`src/rtl/swa_pkg.sv`:
```
`timescale 1ns / 1ps
// ----------------------------------------------------------------------------
// swa_pkg
// Types and constants shared by the swept box collision pipeline.
// ----------------------------------------------------------------------------
package swa_pkg;

   localparam int CW    = 27;   // working width for edges and distances
   localparam int DW    = 20;   // motion magnitude / divisor width
   localparam int RW    = 21;   // divider remainder width
   localparam int PW    = 48;   // cross product width
   localparam int QBITS = 17;   // quotient bits, 0.16 plus the 1.0 bit

   localparam logic [QBITS-1:0] ONE_Q16 = 17'h10000;

   localparam logic [1:0] OUTCOME_NONE    = 2'd0;
   localparam logic [1:0] OUTCOME_OVERLAP = 2'd1;
   localparam logic [1:0] OUTCOME_HIT     = 2'd2;
   localparam logic [1:0] OUTCOME_MISS    = 2'd3;

   typedef enum logic [1:0] {
      KIND_NONE,
      KIND_OVERLAP,
      KIND_MISS,
      KIND_DIVIDE
   } swa_kind_type;

   // per-axis entry/exit ratios, numerators already sign-normalized
   typedef struct packed {
      logic                 hit;
      logic                 ovl;
      logic signed [CW-1:0] xn;
      logic signed [CW-1:0] xx;
      logic signed [CW-1:0] yn;
      logic signed [CW-1:0] yx;
      logic [DW-1:0]        dx;
      logic [DW-1:0]        dy;
      logic                 xz;
      logic                 yz;
      logic                 xneg;
      logic                 yneg;
   } swa_ratio_type;

   // word traveling down the divider
   typedef struct packed {
      swa_kind_type     kind;
      logic             selx;
      logic             xneg;
      logic             yneg;
      logic [RW-1:0]    rem;
      logic [DW-1:0]    den;
      logic [QBITS-1:0] quo;
   } swa_div_type;

endpackage

```
`src/rtl/swa_div_stage.sv`:
```
`timescale 1ns / 1ps
// ----------------------------------------------------------------------------
// swa_div_stage
// One register stage of the restoring divider: STEPS quotient bits per stage.
// ----------------------------------------------------------------------------
module swa_div_stage #(
   parameter int   STEPS      = 4,
   parameter logic FIRST_STEP = 1'b0
) (
   input  logic                  clock,
   input  logic                  reset,
   input  logic                  in_valid,
   input  swa_pkg::swa_div_type  in_div,
   output logic                  out_valid,
   output swa_pkg::swa_div_type  out_div
);

   localparam int RW    = swa_pkg::RW;
   localparam int QBITS = swa_pkg::QBITS;

   logic                 v_ff;
   swa_pkg::swa_div_type d_ff, d_in;

   always_comb begin
      logic [RW-1:0] t;
      d_in = in_div;
      for (int k = 0; k < STEPS; k++) begin
         // the 1.0 bit compares the numerator unshifted
         if (FIRST_STEP && k == 0) begin
            t = d_in.rem;
         end else begin
            t = {d_in.rem[RW-2:0], 1'b0};
         end
         if (t >= {1'b0, d_in.den}) begin
            t = t - {1'b0, d_in.den};
            d_in.quo = {d_in.quo[QBITS-2:0], 1'b1};
         end else begin
            d_in.quo = {d_in.quo[QBITS-2:0], 1'b0};
         end
         d_in.rem = t;
      end
   end

   always_ff @(posedge clock) begin
      if (reset) begin
         v_ff <= 1'b0;
      end else begin
         v_ff <= in_valid;
      end
   end

   always_ff @(posedge clock) begin
      d_ff <= d_in;
   end

   assign out_valid = v_ff;
   assign out_div   = d_ff;

endmodule

```
`config.mk`:
```
export PLATFORM = sky130hd
export DESIGN_NAME = swa_div_stage
export DESIGN_NICKNAME = d
export VERILOG_FILES = /design/src/rtl/swa_pkg.sv /design/src/rtl/swa_div_stage.sv
export SDC_FILE = /design/constraint.sdc
export NUM_CORES = 1
export LEC_CHECK = 0
export BUFFER_PORTS_ARGS = -buffer_cell sky130_fd_sc_hd__buf_2
export CORE_MARGIN = 5
export CORE_UTILIZATION = 50
export CTS_CLUSTER_SIZE = 8
export DETAILED_ROUTE_END_ITERATION = 10
export PLACE_DENSITY = 0.78
export RECOVER_POWER = 100
export SLEW_MARGIN = 20
export SYNTH_ARGS = -nofsm -noshare
export SYNTH_HDL_FRONTEND = slang
export SYNTH_SLANG_ARGS = --single-unit
```
`constraint.sdc`:
```
create_clock -name clock -period 10.5 [get_ports clock]
set_input_delay 2.1 -clock clock [delete_from_list [all_inputs] [get_ports clock]]
set_output_delay 2.1 -clock clock [all_outputs]
set_load 0.01 [all_outputs]
```
==> results.sh, run 1 <==
export IMPL_yosysTopAreaCell="dfxtp_1"
export IMPL_ys_seq_area_frac=0.198
export IMPL_rows=41
export IMPL_outcome="stopped before the end"
export IMPL_grt_use_total=0.751
export IMPL_cts_hold_buf=0
export IMPL_async_flop_share=0
export IMPL_synth_top_cell_area_share=0.198
export IMPL_gp_congestion=0.957
export IMPL_synth_flop_cell="dfxtp_1"
export IMPL_ys_types=82
export IMPL_ioPinCount=130
export IMPL_ys_seq_elements=64
export IMPL_htreeDepth=3
export IMPL_syn_nets=916
export IMPL_grt_max_degree=18
export IMPL_start_util=0.511
export IMPL_dpl_cell_area_um2=9390
export IMPL_tool_error="[ERROR GRT-0232] Routing congestion too high. Check the congestion heatmap in the GUI."
export IMPL_numPortBuffers=124
export IMPL_worst_endpoint="out_div[41]$_DFF_P_/D"
export IMPL_clock_path_buffers=2
export IMPL_grt_overflow=60
export IMPL_worst_endpoint_kind="register data pin"
export IMPL_synth_edf_count=0
export IMPL_ys_top_cells_by_area="dfxtp_1 (20%), ha_1 (15%), a21oi_1 (5.6%)"
export IMPL_yosys_warnings=0
export IMPL_syn_inst=772
export IMPL_synth_area_per_cell_um2=8.39
export IMPL_ctsRootBufferMaster="clkbuf_16"
export IMPL_netlist_area_um2=6470
export IMPL_clock_sink_count=64
export IMPL_die_w_um=124
export IMPL_dieHeight_um=124
export IMPL_cts_buffers=9
export IMPL_hpwlAfterDp_mm=18.0
export IMPL_stop_stage="global routing"
## logic make-up after synthesis
group                      Yosys count  share of synthesized area
buffers and inverters               62                     0.0454
AOI/OAI and AO/OA                  233                      0.245
adders and majority gates           78                      0.152
xor gates and xnor gates            54                     0.0730
and+or+nand+nor                    223                      0.179
muxes                               58                      0.108
DFF                                 64                      0.198
## Yosys cell counts (3+ instances only)
library cell  instances
ha_1                 77
a21oi_1              72
dfxtp_1              64
nor2_1               56
inv_1                42
nand2_1              39
o21ai_0              36
xnor2_1              35
nand3_1              29
mux2_2               26
a21o_1               23
nor3_1               23
xor2_1               19
o21a_1               18
mux2_4               17
mux2i_1              15
nor2b_1              13
nand2b_1             10
a31oi_1               9
nand4_1               9
o31ai_1               8
and2_1                7
and3_1                7
o21bai_1              7
a211oi_1              6
buf_6                 6
buf_2                 5
clkbuf_1              5
o211ai_1              5
nor4_1                4
o311ai_0              4
or2_2                 4
a311o_1               3
a311oi_1              3
o211a_1               3
o31a_1                3
or3_1                 3
or4_1                 3
## metal layers
layer | GRT overflow | GRT usage
met1 | 0 | 0.712
met2 | 34 | 0.897
met3 | 2 | 0.653
met4 | 24 | 0.757
met5 | 0 | 0.427
## per-stage QoR
| stage | hold slack (ps) | std cells | setup WS [ps] |
|---|---|---|---|
| floorplan | 2130 | 772 | 5.94 |
| global placement | 2200 | 1333 | -441 |
| detailed placement | 2200 | 1333 | -693 |
| CTS | 1840 | 1414 | -48.7 |
## what timing repair did
item	in CTS
cloned	2
pin swaps	41
resized for setup	81
endpoints found under the setup margin	22
setup buffers	63
==> inputs of run 2 (changes only) <==
--- a/config.mk
+++ b/config.mk
@@ -7,10 +7,9 @@
 export LEC_CHECK = 0
 export BUFFER_PORTS_ARGS = -buffer_cell sky130_fd_sc_hd__buf_2
 export CORE_MARGIN = 5
-export CORE_UTILIZATION = 50
-export CTS_CLUSTER_SIZE = 8
+export CORE_UTILIZATION = 35
 export DETAILED_ROUTE_END_ITERATION = 10
-export PLACE_DENSITY = 0.78
+export PLACE_DENSITY_LB_ADDON = 0.15
 export RECOVER_POWER = 100
 export SLEW_MARGIN = 20
 export SYNTH_ARGS = -nofsm -noshare
==> constraint.sdc (replaced) <==
create_clock -name clock -period 13.65 [get_ports clock]
set_input_delay 2.73 -clock clock [delete_from_list [all_inputs] [get_ports clock]]
set_output_delay 2.73 -clock clock [all_outputs]
set_load 0.01 [all_outputs]
==> results.sh, run 2 <==
export IMPL_core_um2=18100
export IMPL_cts_resized=0
export IMPL_synth_most_common_cell="ha_1"
export IMPL_cts_setup_buffers=0
export IMPL_async_flop_share=0
export IMPL_drc=0
export IMPL_leakage_nw=3.38
export IMPL_ys_top_cells_by_area="dfxtp_1 (20%), ha_1 (15%), a21oi_1 (5.6%)"
export IMPL_combPwrFrac=0.767
export IMPL_synth_mux_area_frac=0.108
export IMPL_power_frac_seq=0.114
export IMPL_relSlewSlack=0.513
export IMPL_design_area_um2=7600
export IMPL_die_w_um=146
export IMPL_synth_xor_area_frac=0.0730
export IMPL_switching_share=0.446
export IMPL_final_common_cell="ha_1"
export IMPL_syn_to_final_growth_pct=17.4
export IMPL_grt_pass1_vias=5869
export IMPL_path_clk_slew_ps=50
export IMPL_grt_overflow=0
export IMPL_rsz0062_at_grt="false"
export IMPL_antenna_cells=0
export IMPL_grt_max_degree=21
export IMPL_syn_nets=916
export IMPL_largest_reg_flops=63
export IMPL_clock_path_buffers=2
export IMPL_ys_types=82
export IMPL_critical_path_class="in2reg"
export IMPL_synth_compound_area_share=0.245
export IMPL_period_needed_ps=12780
export IMPL_synth_adder_area_share=0.152
export IMPL_numPortBuffers=124
export IMPL_yosysTopAreaCell="dfxtp_1"
export IMPL_p_switching_mw=1.01
export IMPL_critPathMaxFanout=20
export IMPL_dp_slack_ps=675
export IMPL_cts_hold_buf=0
export IMPL_final_cell_mix="ha_1 (77), a21oi_1 (72), clkbuf_1 (70)"
export IMPL_ir_worst_vdd_mv=0.139
export IMPL_end_kind="register"
export IMPL_p_per_area_nw_per_um2=298
export IMPL_setup_viol=0
export IMPL_ctsRootBufferMaster="clkbuf_16"
export IMPL_fin_tns_setup_ps=0
export IMPL_drt_pass1_iter_count=5
export IMPL_crit_required_ps=13860
export IMPL_synth_top_family_by_area="compound AO/OA/AOI/OAI gates"
export IMPL_worst_path_max_delay_cell="or4_4"
export IMPL_vias=6166
export IMPL_ys_seq_elements=64
export IMPL_grt_pass1_wl_mm=30.1
export IMPL_clock_sink_count=64
export IMPL_drt_wl_total_mm=18.6
export IMPL_synth_flop_cell="dfxtp_1"
export IMPL_dieArea_um2=21300
export IMPL_hpwlAfterDp_mm=15.4
export IMPL_period_share=0.936
export IMPL_ioPinCount=130
export IMPL_dpl_cell_area_um2=7360
export IMPL_tritoncts="done"
export IMPL_slew_violations=0
export IMPL_outcome="completed"
export IMPL_gp_congestion=0.863
export IMPL_synthSimpleGateAreaFrac=0.179
export IMPL_cts_buffers=9
export IMPL_routedWlPerCell_um=16.4
export IMPL_cp_arrival_ps=12990
export IMPL_synth_top_cells_by_count="ha_1 (77), a21oi_1 (72), dfxtp_1 (64)"
export IMPL_drv_cap=0
export IMPL_fin_nets=1045
export IMPL_setup_slack_ps=871
export IMPL_vias_per_cell=5.43
export IMPL_synth_area_per_cell_um2=8.39
export IMPL_startpoint_type="input port"
export IMPL_placed_cells=1119
export IMPL_grt_use_total=0.171
export IMPL_critPathMaxStageDelay_ps=560
export IMPL_final_hold_viol_count=0
export IMPL_intPower_mw=1.26
export IMPL_start_util=0.358
export IMPL_finalNonFillerCells=1135
export IMPL_drive_gt1_frac=0.164
export IMPL_antenna_found_initial=0
export IMPL_synth_top_cell_area_share=0.198
export IMPL_synth_edf_count=0
export IMPL_netlist_area_um2=6470
export IMPL_htreeDepth=3
export IMPL_rows=49
export IMPL_postRouteAntennaNets=0
export IMPL_max_freq_mhz=78.3
export IMPL_syn_inst=772
export IMPL_ys_seq_area_frac=0.198
export IMPL_yosys_warnings=0
export IMPL_worst_slew_pin_slew_ps=730
export IMPL_dieHeight_um=146
export IMPL_initialDrtViolationCount=237
export IMPL_hold_path_class="in2reg"
export IMPL_clockPowerShare=0.119
==> run 2: power groups by stage <==
| stage | combinational [mW] | clock, mW | sequential (mW) |
|---|---|---|---|
| after global routing | 1.93 | 0.288 | 0.264 |
| final | 1.74 | 0.269 | 0.259 |
| after floorplan | 1.36 | 0 | 0.287 |
| after global placement | 1.76 | 0 | 0.262 |
| after detailed placement | 1.76 | 0 | 0.262 |
| after CTS | 1.77 | 0.277 | 0.258 |
==> run 2: logic make-up (layout without fill, tap and decap cells) <==
| group | Yosys count | in the layout |
|---|---|---|
| compound gates | 233 | 233 |
| simple gates | 223 | 223 |
| fa+ha+maj | 78 | 78 |
| flops | 64 | 64 |
| buf+inv | 62 | 196 |
| mux | 58 | 58 |
| xor+xnor | 54 | 54 |
==> run 2: area by class of cell <==
type,count,area (um2)
multi-input cells,646,4880
well taps,229,287
clock inverters,6,114
repair buffers,136,632
flip-flops and latches,64,1280
inverters,44,168
fillers,1934,10500
clock buffers,10,239
==> run 2: path summary, 6_finish.rpt <==
path,start,endpoint,slack (ps),cells past startpoint
max,in_div[31],out_div[43]$_DFF_P_,870,40
min,in_div[3],out_div[7]$_DFF_P_,2500,1
==> run 2: stage by stage <==
step           utilization  hold slack, ps  total power [mW]
2_1_floorplan            -            2760              1.65
3_3_place_gp         0.407            2830              2.02
3_5_place_dp         0.407            2830              2.02
4_1_cts              0.427            2490              2.31
5_1_grt              0.420            2480              2.48
6_report             0.420            2500              2.27
==> run 2: metal layers <==
layer	up-vias	part of all wire	track usage
met5	-	0	0
met4	0	0.014	0.0456
li1	3140	-	-
met2	160	0.44	0.281
met3	22	0.053	0.0316
met1	2844	0.49	0.232
==> run 2: critical path, delay by kind of cell <==
kind | cells | cell delay [ps]
multiplexers | 5 | 1740
AND/OR/NAND/NOR | 8 | 2120
buffers and inverters | 7 | 1290
AO/OA/AOI/OAI | 16 | 3630
adder cells (fa/ha/maj) | 4 | 1450
No activity file was read; power rests on OpenSTA's default activity.
