`config.mk`:
```
export PLATFORM = sky130hd
export DESIGN_NAME = swa_front
export DESIGN_NICKNAME = d
export VERILOG_FILES = /design/src/rtl/swa_pkg.sv /design/src/rtl/swa_front.sv
export SDC_FILE = /design/constraint.sdc
export NUM_CORES = 1
export LEC_CHECK = 0
export ABC_CLOCK_PERIOD_IN_PS = 11100
export BUFFER_PORTS_ARGS = -buffer_cell sky130_fd_sc_hd__buf_2
export CAP_MARGIN = 20
export CELL_PAD_IN_SITES_DETAIL_PLACEMENT = 0
export CELL_PAD_IN_SITES_GLOBAL_PLACEMENT = 1
export CORE_UTILIZATION = 24
export CTS_BUF_LIST = sky130_fd_sc_hd__clkbuf_8
export DETAILED_ROUTE_END_ITERATION = 8
export PLACE_DENSITY_LB_ADDON = 0.1
export SETUP_SLACK_MARGIN = 0.1
export SYNTH_ARGS = -nofsm -noshare
export SYNTH_HDL_FRONTEND = slang
export SYNTH_SLANG_ARGS = --single-unit
```
`constraint.sdc`:
```
create_clock -name clock -period 11.1 [get_ports clock]
set_clock_uncertainty 0.1 [all_clocks]
set_input_delay 1.11 -clock clock [delete_from_list [all_inputs] [get_ports clock]]
set_output_delay 1.11 -clock clock [all_outputs]
set_load 0.02 [all_outputs]
```
`src/rtl/swa_pkg.sv`:
```
`timescale 1ns / 1ps
// ----------------------------------------------------------------------------
// swa_pkg
// Types and constants shared by the swept box collision pipeline.
// ----------------------------------------------------------------------------
package swa_pkg;

   localparam int CW    = 27;   // working width for edges and distances
   localparam int DW    = 20;   // motion magnitude / divisor width
   localparam int RW    = 21;   // divider remainder width
   localparam int PW    = 48;   // cross product width
   localparam int QBITS = 17;   // quotient bits, 0.16 plus the 1.0 bit

   localparam logic [QBITS-1:0] ONE_Q16 = 17'h10000;

   localparam logic [1:0] OUTCOME_NONE    = 2'd0;
   localparam logic [1:0] OUTCOME_OVERLAP = 2'd1;
   localparam logic [1:0] OUTCOME_HIT     = 2'd2;
   localparam logic [1:0] OUTCOME_MISS    = 2'd3;

   typedef enum logic [1:0] {
      KIND_NONE,
      KIND_OVERLAP,
      KIND_MISS,
      KIND_DIVIDE
   } swa_kind_type;

   // per-axis entry/exit ratios, numerators already sign-normalized
   typedef struct packed {
      logic                 hit;
      logic                 ovl;
      logic signed [CW-1:0] xn;
      logic signed [CW-1:0] xx;
      logic signed [CW-1:0] yn;
      logic signed [CW-1:0] yx;
      logic [DW-1:0]        dx;
      logic [DW-1:0]        dy;
      logic                 xz;
      logic                 yz;
      logic                 xneg;
      logic                 yneg;
   } swa_ratio_type;

   // word traveling down the divider
   typedef struct packed {
      swa_kind_type     kind;
      logic             selx;
      logic             xneg;
      logic             yneg;
      logic [RW-1:0]    rem;
      logic [DW-1:0]    den;
      logic [QBITS-1:0] quo;
   } swa_div_type;

endpackage

```
`src/rtl/swa_front.sv`:
```
`timescale 1ns / 1ps
// ----------------------------------------------------------------------------
// swa_front
// Geometry stages: relative motion, edges, swept and static overlap tests,
// entry/exit distances and their normalization to positive denominators.
// ----------------------------------------------------------------------------
module swa_front (
   input  logic                         clock,
   input  logic                         reset,
   input  logic                         in_valid,
   input  logic signed [23:0]           moving_x,
   input  logic signed [23:0]           moving_y,
   input  logic [19:0]                  moving_w,
   input  logic [19:0]                  moving_h,
   input  logic signed [18:0]           moving_dx,
   input  logic signed [18:0]           moving_dy,
   input  logic signed [23:0]           target_x,
   input  logic signed [23:0]           target_y,
   input  logic [19:0]                  target_w,
   input  logic [19:0]                  target_h,
   input  logic signed [18:0]           target_dx,
   input  logic signed [18:0]           target_dy,
   output logic                         out_valid,
   output swa_pkg::swa_ratio_type       out_ratio
);

   localparam int CW = swa_pkg::CW;
   localparam int DW = swa_pkg::DW;

   // stage 1
   logic                 v1_ff;
   logic signed [CW-1:0] vx1_ff, vy1_ff, mx1_ff, my1_ff, mr1_ff, mb1_ff;
   logic signed [CW-1:0] sx1_ff, sy1_ff, sr1_ff, sb1_ff;
   // stage 2
   logic                 v2_ff, hit2_ff, ovl2_ff, hit2_in, ovl2_in;
   logic signed [CW-1:0] vx2_ff, vy2_ff, exn2_ff, exx2_ff, eyn2_ff, eyx2_ff;
   logic signed [CW-1:0] exn2_in, exx2_in, eyn2_in, eyx2_in;
   // stage 3
   logic                   v3_ff;
   swa_pkg::swa_ratio_type r3_ff, r3_in;

   always_ff @(posedge clock) begin
      if (reset) begin
         v1_ff <= 1'b0;
         v2_ff <= 1'b0;
         v3_ff <= 1'b0;
      end else begin
         v1_ff <= in_valid;
         v2_ff <= v1_ff;
         v3_ff <= v2_ff;
      end
   end

   always_ff @(posedge clock) begin
      vx1_ff <= CW'(moving_dx) - CW'(target_dx);
      vy1_ff <= CW'(moving_dy) - CW'(target_dy);
      mx1_ff <= CW'(moving_x);
      my1_ff <= CW'(moving_y);
      mr1_ff <= CW'(moving_x) + $signed({7'b0, moving_w});
      mb1_ff <= CW'(moving_y) + $signed({7'b0, moving_h});
      sx1_ff <= CW'(target_x);
      sy1_ff <= CW'(target_y);
      sr1_ff <= CW'(target_x) + $signed({7'b0, target_w});
      sb1_ff <= CW'(target_y) + $signed({7'b0, target_h});
   end

   always_comb begin
      logic                 xpos, ypos;
      logic signed [CW-1:0] bl, br, bt, bb;
      xpos = vx1_ff > 0;
      ypos = vy1_ff > 0;
      // swept box: stretch the moving box along the motion
      bl = xpos ? mx1_ff : mx1_ff + vx1_ff;
      br = xpos ? mr1_ff + vx1_ff : mr1_ff;
      bt = ypos ? my1_ff : my1_ff + vy1_ff;
      bb = ypos ? mb1_ff + vy1_ff : mb1_ff;
      hit2_in = (bb > sy1_ff) && (bt < sb1_ff) && (bl < sr1_ff) && (br > sx1_ff);
      ovl2_in = (mb1_ff > sy1_ff) && (my1_ff < sb1_ff) &&
                (mx1_ff < sr1_ff) && (mr1_ff > sx1_ff);
      exn2_in = xpos ? sx1_ff - mr1_ff : sr1_ff - mx1_ff;
      exx2_in = xpos ? sr1_ff - mx1_ff : sx1_ff - mr1_ff;
      eyn2_in = ypos ? sy1_ff - mb1_ff : sb1_ff - my1_ff;
      eyx2_in = ypos ? sb1_ff - my1_ff : sy1_ff - mb1_ff;
   end

   always_ff @(posedge clock) begin
      hit2_ff <= hit2_in;
      ovl2_ff <= ovl2_in;
      vx2_ff  <= vx1_ff;
      vy2_ff  <= vy1_ff;
      exn2_ff <= exn2_in;
      exx2_ff <= exx2_in;
      eyn2_ff <= eyn2_in;
      eyx2_ff <= eyx2_in;
   end

   always_comb begin
      logic signed [CW-1:0] ax, ay;
      r3_in.hit  = hit2_ff;
      r3_in.ovl  = ovl2_ff;
      r3_in.xneg = vx2_ff < 0;
      r3_in.yneg = vy2_ff < 0;
      r3_in.xz   = vx2_ff == 0;
      r3_in.yz   = vy2_ff == 0;
      // flip numerators so each denominator is positive
      r3_in.xn   = r3_in.xneg ? -exn2_ff : exn2_ff;
      r3_in.xx   = r3_in.xneg ? -exx2_ff : exx2_ff;
      r3_in.yn   = r3_in.yneg ? -eyn2_ff : eyn2_ff;
      r3_in.yx   = r3_in.yneg ? -eyx2_ff : eyx2_ff;
      ax         = r3_in.xneg ? -vx2_ff : vx2_ff;
      ay         = r3_in.yneg ? -vy2_ff : vy2_ff;
      r3_in.dx   = ax[DW-1:0];
      r3_in.dy   = ay[DW-1:0];
   end

   always_ff @(posedge clock) begin
      r3_ff <= r3_in;
   end

   assign out_valid = v3_ff;
   assign out_ratio = r3_ff;

endmodule

```
======== Yosys cells after proc, flatten, opt, wreduce, memory -nomap -nowiden ========
Index checks and enable logic that the tools add are counted.
operators by class
  $add $sub $neg .......................... 20
  order comparisons ....................... 12
  reductions and logical operators ........ 8
  multiplexer cells ....................... 14
operators by type and width
  kind                                                                              count
  27-bit 2-to-1 mux                                                                 12
  27-bit negator                                                                    4
  24-bit by 21-bit adder with 25-bit output                                         4
  32-bit zero test                                                                  2
  27-bit by 24-bit greater-than comparator with 1-bit output                        2
  27-bit by 25-bit < comparator with 1-bit output                                   2
  25-bit by 20-bit adder with 26-bit output                                         2
  24-bit by 25-bit subtractor with 26-bit output                                    2
  25-bit by 24-bit subtractor with 26-bit output                                    2
  24-bit by 20-bit adder with 25-bit output                                         2
  25-bit by 24-bit greater-than comparator with 1-bit output                        2
  24-bit by 25-bit < comparator with 1-bit output                                   2
  20-bit by 1-bit greater-than comparator with 1-bit output, second input constant  2
  20-bit by 1-bit < comparator with 1-bit output, second input constant             2
  20-bit 2-to-1 mux                                                                 2
  20-bit negator                                                                    2
  19-bit by 19-bit subtractor with 20-bit output                                    2
  1-bit logical AND                                                                 6
storage, ports and cells
  output and inout bits ................... 155
  input bits .............................. 255
  bits in registers ....................... 543
  logic and storage cells ................. 87

======== Longest topological paths before layout ========
  depth in word-level cells ............... 6
  gate-level depth with buffers ........... 22
  mapped depth without buffers ............ 22

======== Worst setup path before layout ========
OpenSTA, ideal clock, no wires.
  kind .................................... reg2reg
  start ................................... reg vy1_ff[0]
  end ..................................... reg hit2_ff
  slack ................................... 6.501 ns
  data required time ...................... 10.884 ns
  library setup time ...................... 0.116 ns
  buffers on the path ..................... 0
  stages on the path, launching flop included .. 20
  period minus slack after synthesis ...... 4.599 ns
  data arrival time ....................... 4.383 ns
  cell sequence ........................... dfxtp_1 ha_1 fa_1 a21o_1 a2111oi_0 a211oi_1 o311a_1 nor2_1 a211o_1 o21ai_0 xnor2_1 o21ai_0 ha_1 nand4_1 nor4_1 o31ai_1 nand3b_1 mux2i_1 nor3_1 o211a_1
on the way
  longest elaborated chain between the ends .. 6
  elaborated cells between the ends (all ways) .. 10
  those cells by class .................... add/sub: 2; order compare: 3; mux: 2; reduce/logical: 3
ends and longest elaborated chain
  what                                                                                                                                  RTL line                          source
  start, declared                                                                                                                       swa_front.sv:32                   logic signed [CW-1:0] vx1_ff, vy1_ff, mx1_ff, my1_ff, mr1_ff, mb1_ff;
  start signal, assigned                                                                                                                swa_front.sv:56                   vy1_ff <= CW'(moving_dy) - CW'(target_dy);
  25-bit by 20-bit adder with 26-bit output (tied with other cells)                                                                     swa_front.sv:76                   bb = ypos ? mb1_ff + vy1_ff : mb1_ff;
  27-bit 2-to-1 mux, on equally long branches                                                                                           swa_front.sv:76, swa_front.sv:75
  27-bit by 24-bit greater-than comparator with 1-bit output / 27-bit by 25-bit < comparator with 1-bit output (equally long branches)  swa_front.sv:77                   hit2_in = (bb > sy1_ff) && (bt < sb1_ff) && (bl < sr1_ff) && (br > sx1_ff);
  1-bit logical AND * (3 in a row)                                                                                                      swa_front.sv:77
  named net hit2_in                                                                                                                     swa_front.sv:35                   logic v2_ff, hit2_ff, ovl2_ff, hit2_in, ovl2_in;
  end signal, assigned                                                                                                                  swa_front.sv:87                   hit2_ff <= hit2_in;
  end, declared                                                                                                                         swa_front.sv:35
Mark *: on every way through the listed nets, which the timed path passes. The rest lies on a longest branch.
A chain may end at the register's enable or synchronous reset.

======== Final worst setup path ========
  start ................................... reg vx1_ff[0]
  end ..................................... reg hit2_ff
on the way
  longest elaborated chain between the ends .. 5
  elaborated cells between the ends (all ways) .. 9
  those cells by class .................... add/sub: 2; order compare: 3; mux: 2; reduce/logical: 2
ends and longest elaborated chain
  what                                                                                                                           RTL line                          source
  start, declared                                                                                                                swa_front.sv:32
  start signal, assigned                                                                                                         swa_front.sv:55                   vx1_ff <= CW'(moving_dx) - CW'(target_dx);
  24-bit by 20-bit adder with 25-bit output / 20-bit by 1-bit greater-than comparator with 1-bit output (equally long branches)  swa_front.sv:73, swa_front.sv:70
  27-bit 2-to-1 mux                                                                                                              swa_front.sv:73                   bl = xpos ? mx1_ff : mx1_ff + vx1_ff;
  27-bit by 25-bit < comparator with 1-bit output                                                                                swa_front.sv:77
  1-bit logical AND                                                                                                              swa_front.sv:77
  1-bit logical AND *                                                                                                            swa_front.sv:77
  named net hit2_in                                                                                                              swa_front.sv:35
Marked as above.

==> impl_metrics.tcl <==
set metrics [dict create \
    grt_first_pass_wirelength_um 185900 \
    setup_viol 0 \
    path_cells "ha_1 > fa_1 > a21oi_1 > o22ai_1 > o22ai_1 > o21ai_0 > o31a_1 > a211o_1 > a21o_1 > mux2i_1 > o21ai_0 > ha_1 > nand4_1 > nor4_2 > o21ai_0 > a21oi_1 > nor4_1 > nor3_1 > o211a_1" \
    pre_cts_ws_ns 5.050 \
    outcome "completed" \
    final.setup.tns_ns 0 \
    gp_congestion 0.8337 \
    synth_flop_cell "dfxtp_1" \
    syn_area_per_cell_um2 8.564 \
    mostFrequentLayoutCell "dfxtp_1" \
    rr_startpoint "vx1_ff[0]" \
    drc_errors 0 \
    portBuffers 409 \
    postRouteWirelength_um 126300 \
    cp_top_family "compound AO/OA/AOI/OAI gates" \
    antenna_left 0 \
    cts-root-buf "clkbuf_8" \
    ff2ff_path_depth 19 \
    start_kind "flip-flop" \
    grt_pass1_vias 29700 \
    powerDensity_mw_per_mm2 231.9 \
    synth_top_family_by_area "compound AO/OA/AOI/OAI gates" \
    hold_buffers 0 \
    avgRoutedWirePerCell_um 19.88 \
    min_from "ovl2_ff" \
    nNetsFinal 5087 \
    cts_tree "built" \
    ys_top_cells_by_area "dfxtp_1 (32%), ha_1 (16%), xnor2_1 (6.6%)" \
    dieArea_mm2 0.1413 \
    worstPathBufferInverterCount 0 \
    critPathArrivalTime_ns 6.58 \
    min_path_type "reg -> reg" \
    synth_mux_area_frac 0.01424 \
    maxCapViolCount 0 \
    final.period_utilization 0.5319 \
    end_kind "flip-flop" \
    cts_made_buffers 107 \
    antenna_found_initial 12 \
    ios 410 \
    fmax_mhz 169.4 \
    ys_ff_latch 539 \
    insertion_delay_ns 0.83 \
    yosys.area_share.simple 0.1543 \
    initial_utilization 0.2429 \
    synth_fp_nets 4610 \
    area_growth_pct 20.27 \
    first_iter_violations 1382 \
    crit_path_max_incr_delay_ns 0.82 \
    hold_violations 0 \
    track_usage 0.1761 \
    core_area_mm2 0.1382 \
    mostFrequentLayoutCells "dfxtp_1 (537), ha_1 (422), buf_2 (410)" \
    placementRows 136 \
    via_count 28820 \
    clk_pin_slew_ns 0.07 \
    cts_sinks 539 \
    timing.final.ws_setup_ns 5.196 \
    slowest_stage "nor4_2" \
    cts_setup_buffers 0 \
    worst-slew-pin-transition_ns 1.177 \
    h-tree-depth 3 \
    async_flop_share 0 \
    ys_types 68 \
    crit_fanout 4 \
    drive_gt1_frac 0.1485 \
    rsz0062_at_grt "no" \
    grt_overflow_total 0 \
    synth_top_area_frac 0.3215 \
    post-route-util 0.2921 \
    synth_compound_area_frac 0.2009 \
    grt_max_degree 90 \
    drv_slew 0 \
    ys_warn_count 0 \
    yosysTopAreaCell "dfxtp_1" \
    fin_crit_ns 5.904 \
    ys_seq_area_frac 0.3215 \
    synthXorXnorAreaFrac 0.09812 \
    crit_path_frequent_cell "o21ai_0" \
    stdcell_area_mm2 0.04036 \
    postPlaceCellArea_mm2 0.03792 \
    cp_num_cells 19 \
    critical_path_class "reg -> reg" \
    cellLeakagePower_nw 18.75 \
    maxSlewHeadroom 0.2135 \
    dp_hpwl_um 106400 \
    required_ns 11.78 \
    die_x_um 376.0 \
    rr_endpoint "hit2_ff" \
    ir_drop_uv 99.46 \
    synth-edff-count 0 \
    hold_end "out_ratio[152]" \
    rrSetupSlack_ns 5.20 \
    viasPerCell 4.539 \
    synth_cells 3919 \
    clock_path_buffers 3 \
    cts_resized 0 \
    syn_area_mm2 0.03356 \
    die_y_um 376.0 \
    dr.pass1.iters 5 \
    synth_fa_ha_area_frac 0.1657 \
    hold_depth 0 \
]
Yosys cell counts, types with 8 or more instances:
master and n:
dfxtp_1 539, ha_1 422, nand2_1 342, inv_1 341, o21ai_0 305, a21oi_1 255
xnor2_1 252, nor2_1 210, xor2_1 124, a21o_1 111, nor3_1 72, o21a_1 66
nand3_1 64, nor2b_1 61, nand2b_1 60, o31ai_1 56, clkbuf_1 52, nand4_1 47
o21bai_1 37, or3_1 35, a211oi_1 32, mux2i_1 32, or4_1 32, a31oi_1 28
nor4_1 24, o41ai_1 23, or2_2 22, and3_1 19, o211ai_1 19, and2_1 18
o31a_1 18, a211o_1 14, fa_1 14, mux2_2 14, nand3b_1 14, a31o_2 12
nor3b_1 12, a21boi_0 11, buf_1 11, a2111oi_0 10, a311oi_1 8, a41oi_1 8
o2111ai_1 8, o22ai_1 8
where the power goes:
group	internal (mW)	total, mW	switching (mW)
Clock	1.33	2.29	0.964
Combinational	1.61	4.00	2.39
Sequential	2.54	3.07	0.529
Total	5.47	9.36	3.89
layout make-up:
type / instances / area [µm²]
timing repair buffer: 431 / 2215
tap: 1863 / 2331
inverter: 341 / 1280
multi-input combinational: 2976 / 21310
fill: 15090 / 97810
clock buffer: 131 / 1803
clock inverter: 67 / 625.6
sequential: 539 / 10790
antenna: 2 / 5.005
registers in the layout, indices dropped and copies added (netlist names), 20 cells and up:
signal	flops
out_ratio	154
exn2_ff	26
exx2_ff	26
eyn2_ff	26
eyx2_ff	26
mb1_ff	25
mr1_ff	25
sb1_ff	25
sr1_ff	25
mx1_ff	24
my1_ff	24
sx1_ff	24
sy1_ff	24
vx1_ff	20
vx2_ff	20
vy1_ff	20
vy2_ff	20
through the flow:
stage / power (mW) / hold WS (ns) / cells
finish: 9.360 / 0.2281 / 6350
global route: 10.09 / 0.2364 / 6349
CTS: 9.542 / 0.1820 / 6347
detailed placement: 7.157 / 0.2205 / 6149
global placement: 7.193 / 0.2199 / 6148
floorplan: 5.668 / 0.2096 / 3919
cells by family after synthesis:
family / count (synthesis)
flip-flops: 539
buffers and inverters: 404
AND/OR/NAND/NOR: 1052
multiplexers: 46
AO/OA/AOI/OAI: 1066
XOR/XNOR: 376
adder cells (fa/ha/maj): 436
how the worst max path moves through the flow:
| stage | start | endpoint | slack [ns] |
|---|---|---|---|
| finish | vx1_ff[0] | hit2_ff | 5.20 |
| global route | mr1_ff[1] | hit2_ff | 4.79 |
| CTS | vx1_ff[0] | hit2_ff | 5.06 |
| detailed placement | vx1_ff[10] | hit2_ff | 5.05 |
| global placement | mr1_ff[1] | hit2_ff | 4.58 |
| floorplan | vy1_ff[0] | hit2_ff | 6.50 |
metal layers:
| metal | share of wire | vias up | track usage |
|---|---|---|---|
| li1 | - | 14890 | - |
| met1 | 0.46 | 13250 | 0.2214 |
| met2 | 0.48 | 533 | 0.3066 |
| met3 | 0.036 | 149 | 0.02652 |
| met4 | 0.026 | 2 | 0.05522 |
| met5 | 0.000063 | - | 0 |
No activity file was read; power rests on OpenSTA's default activity.
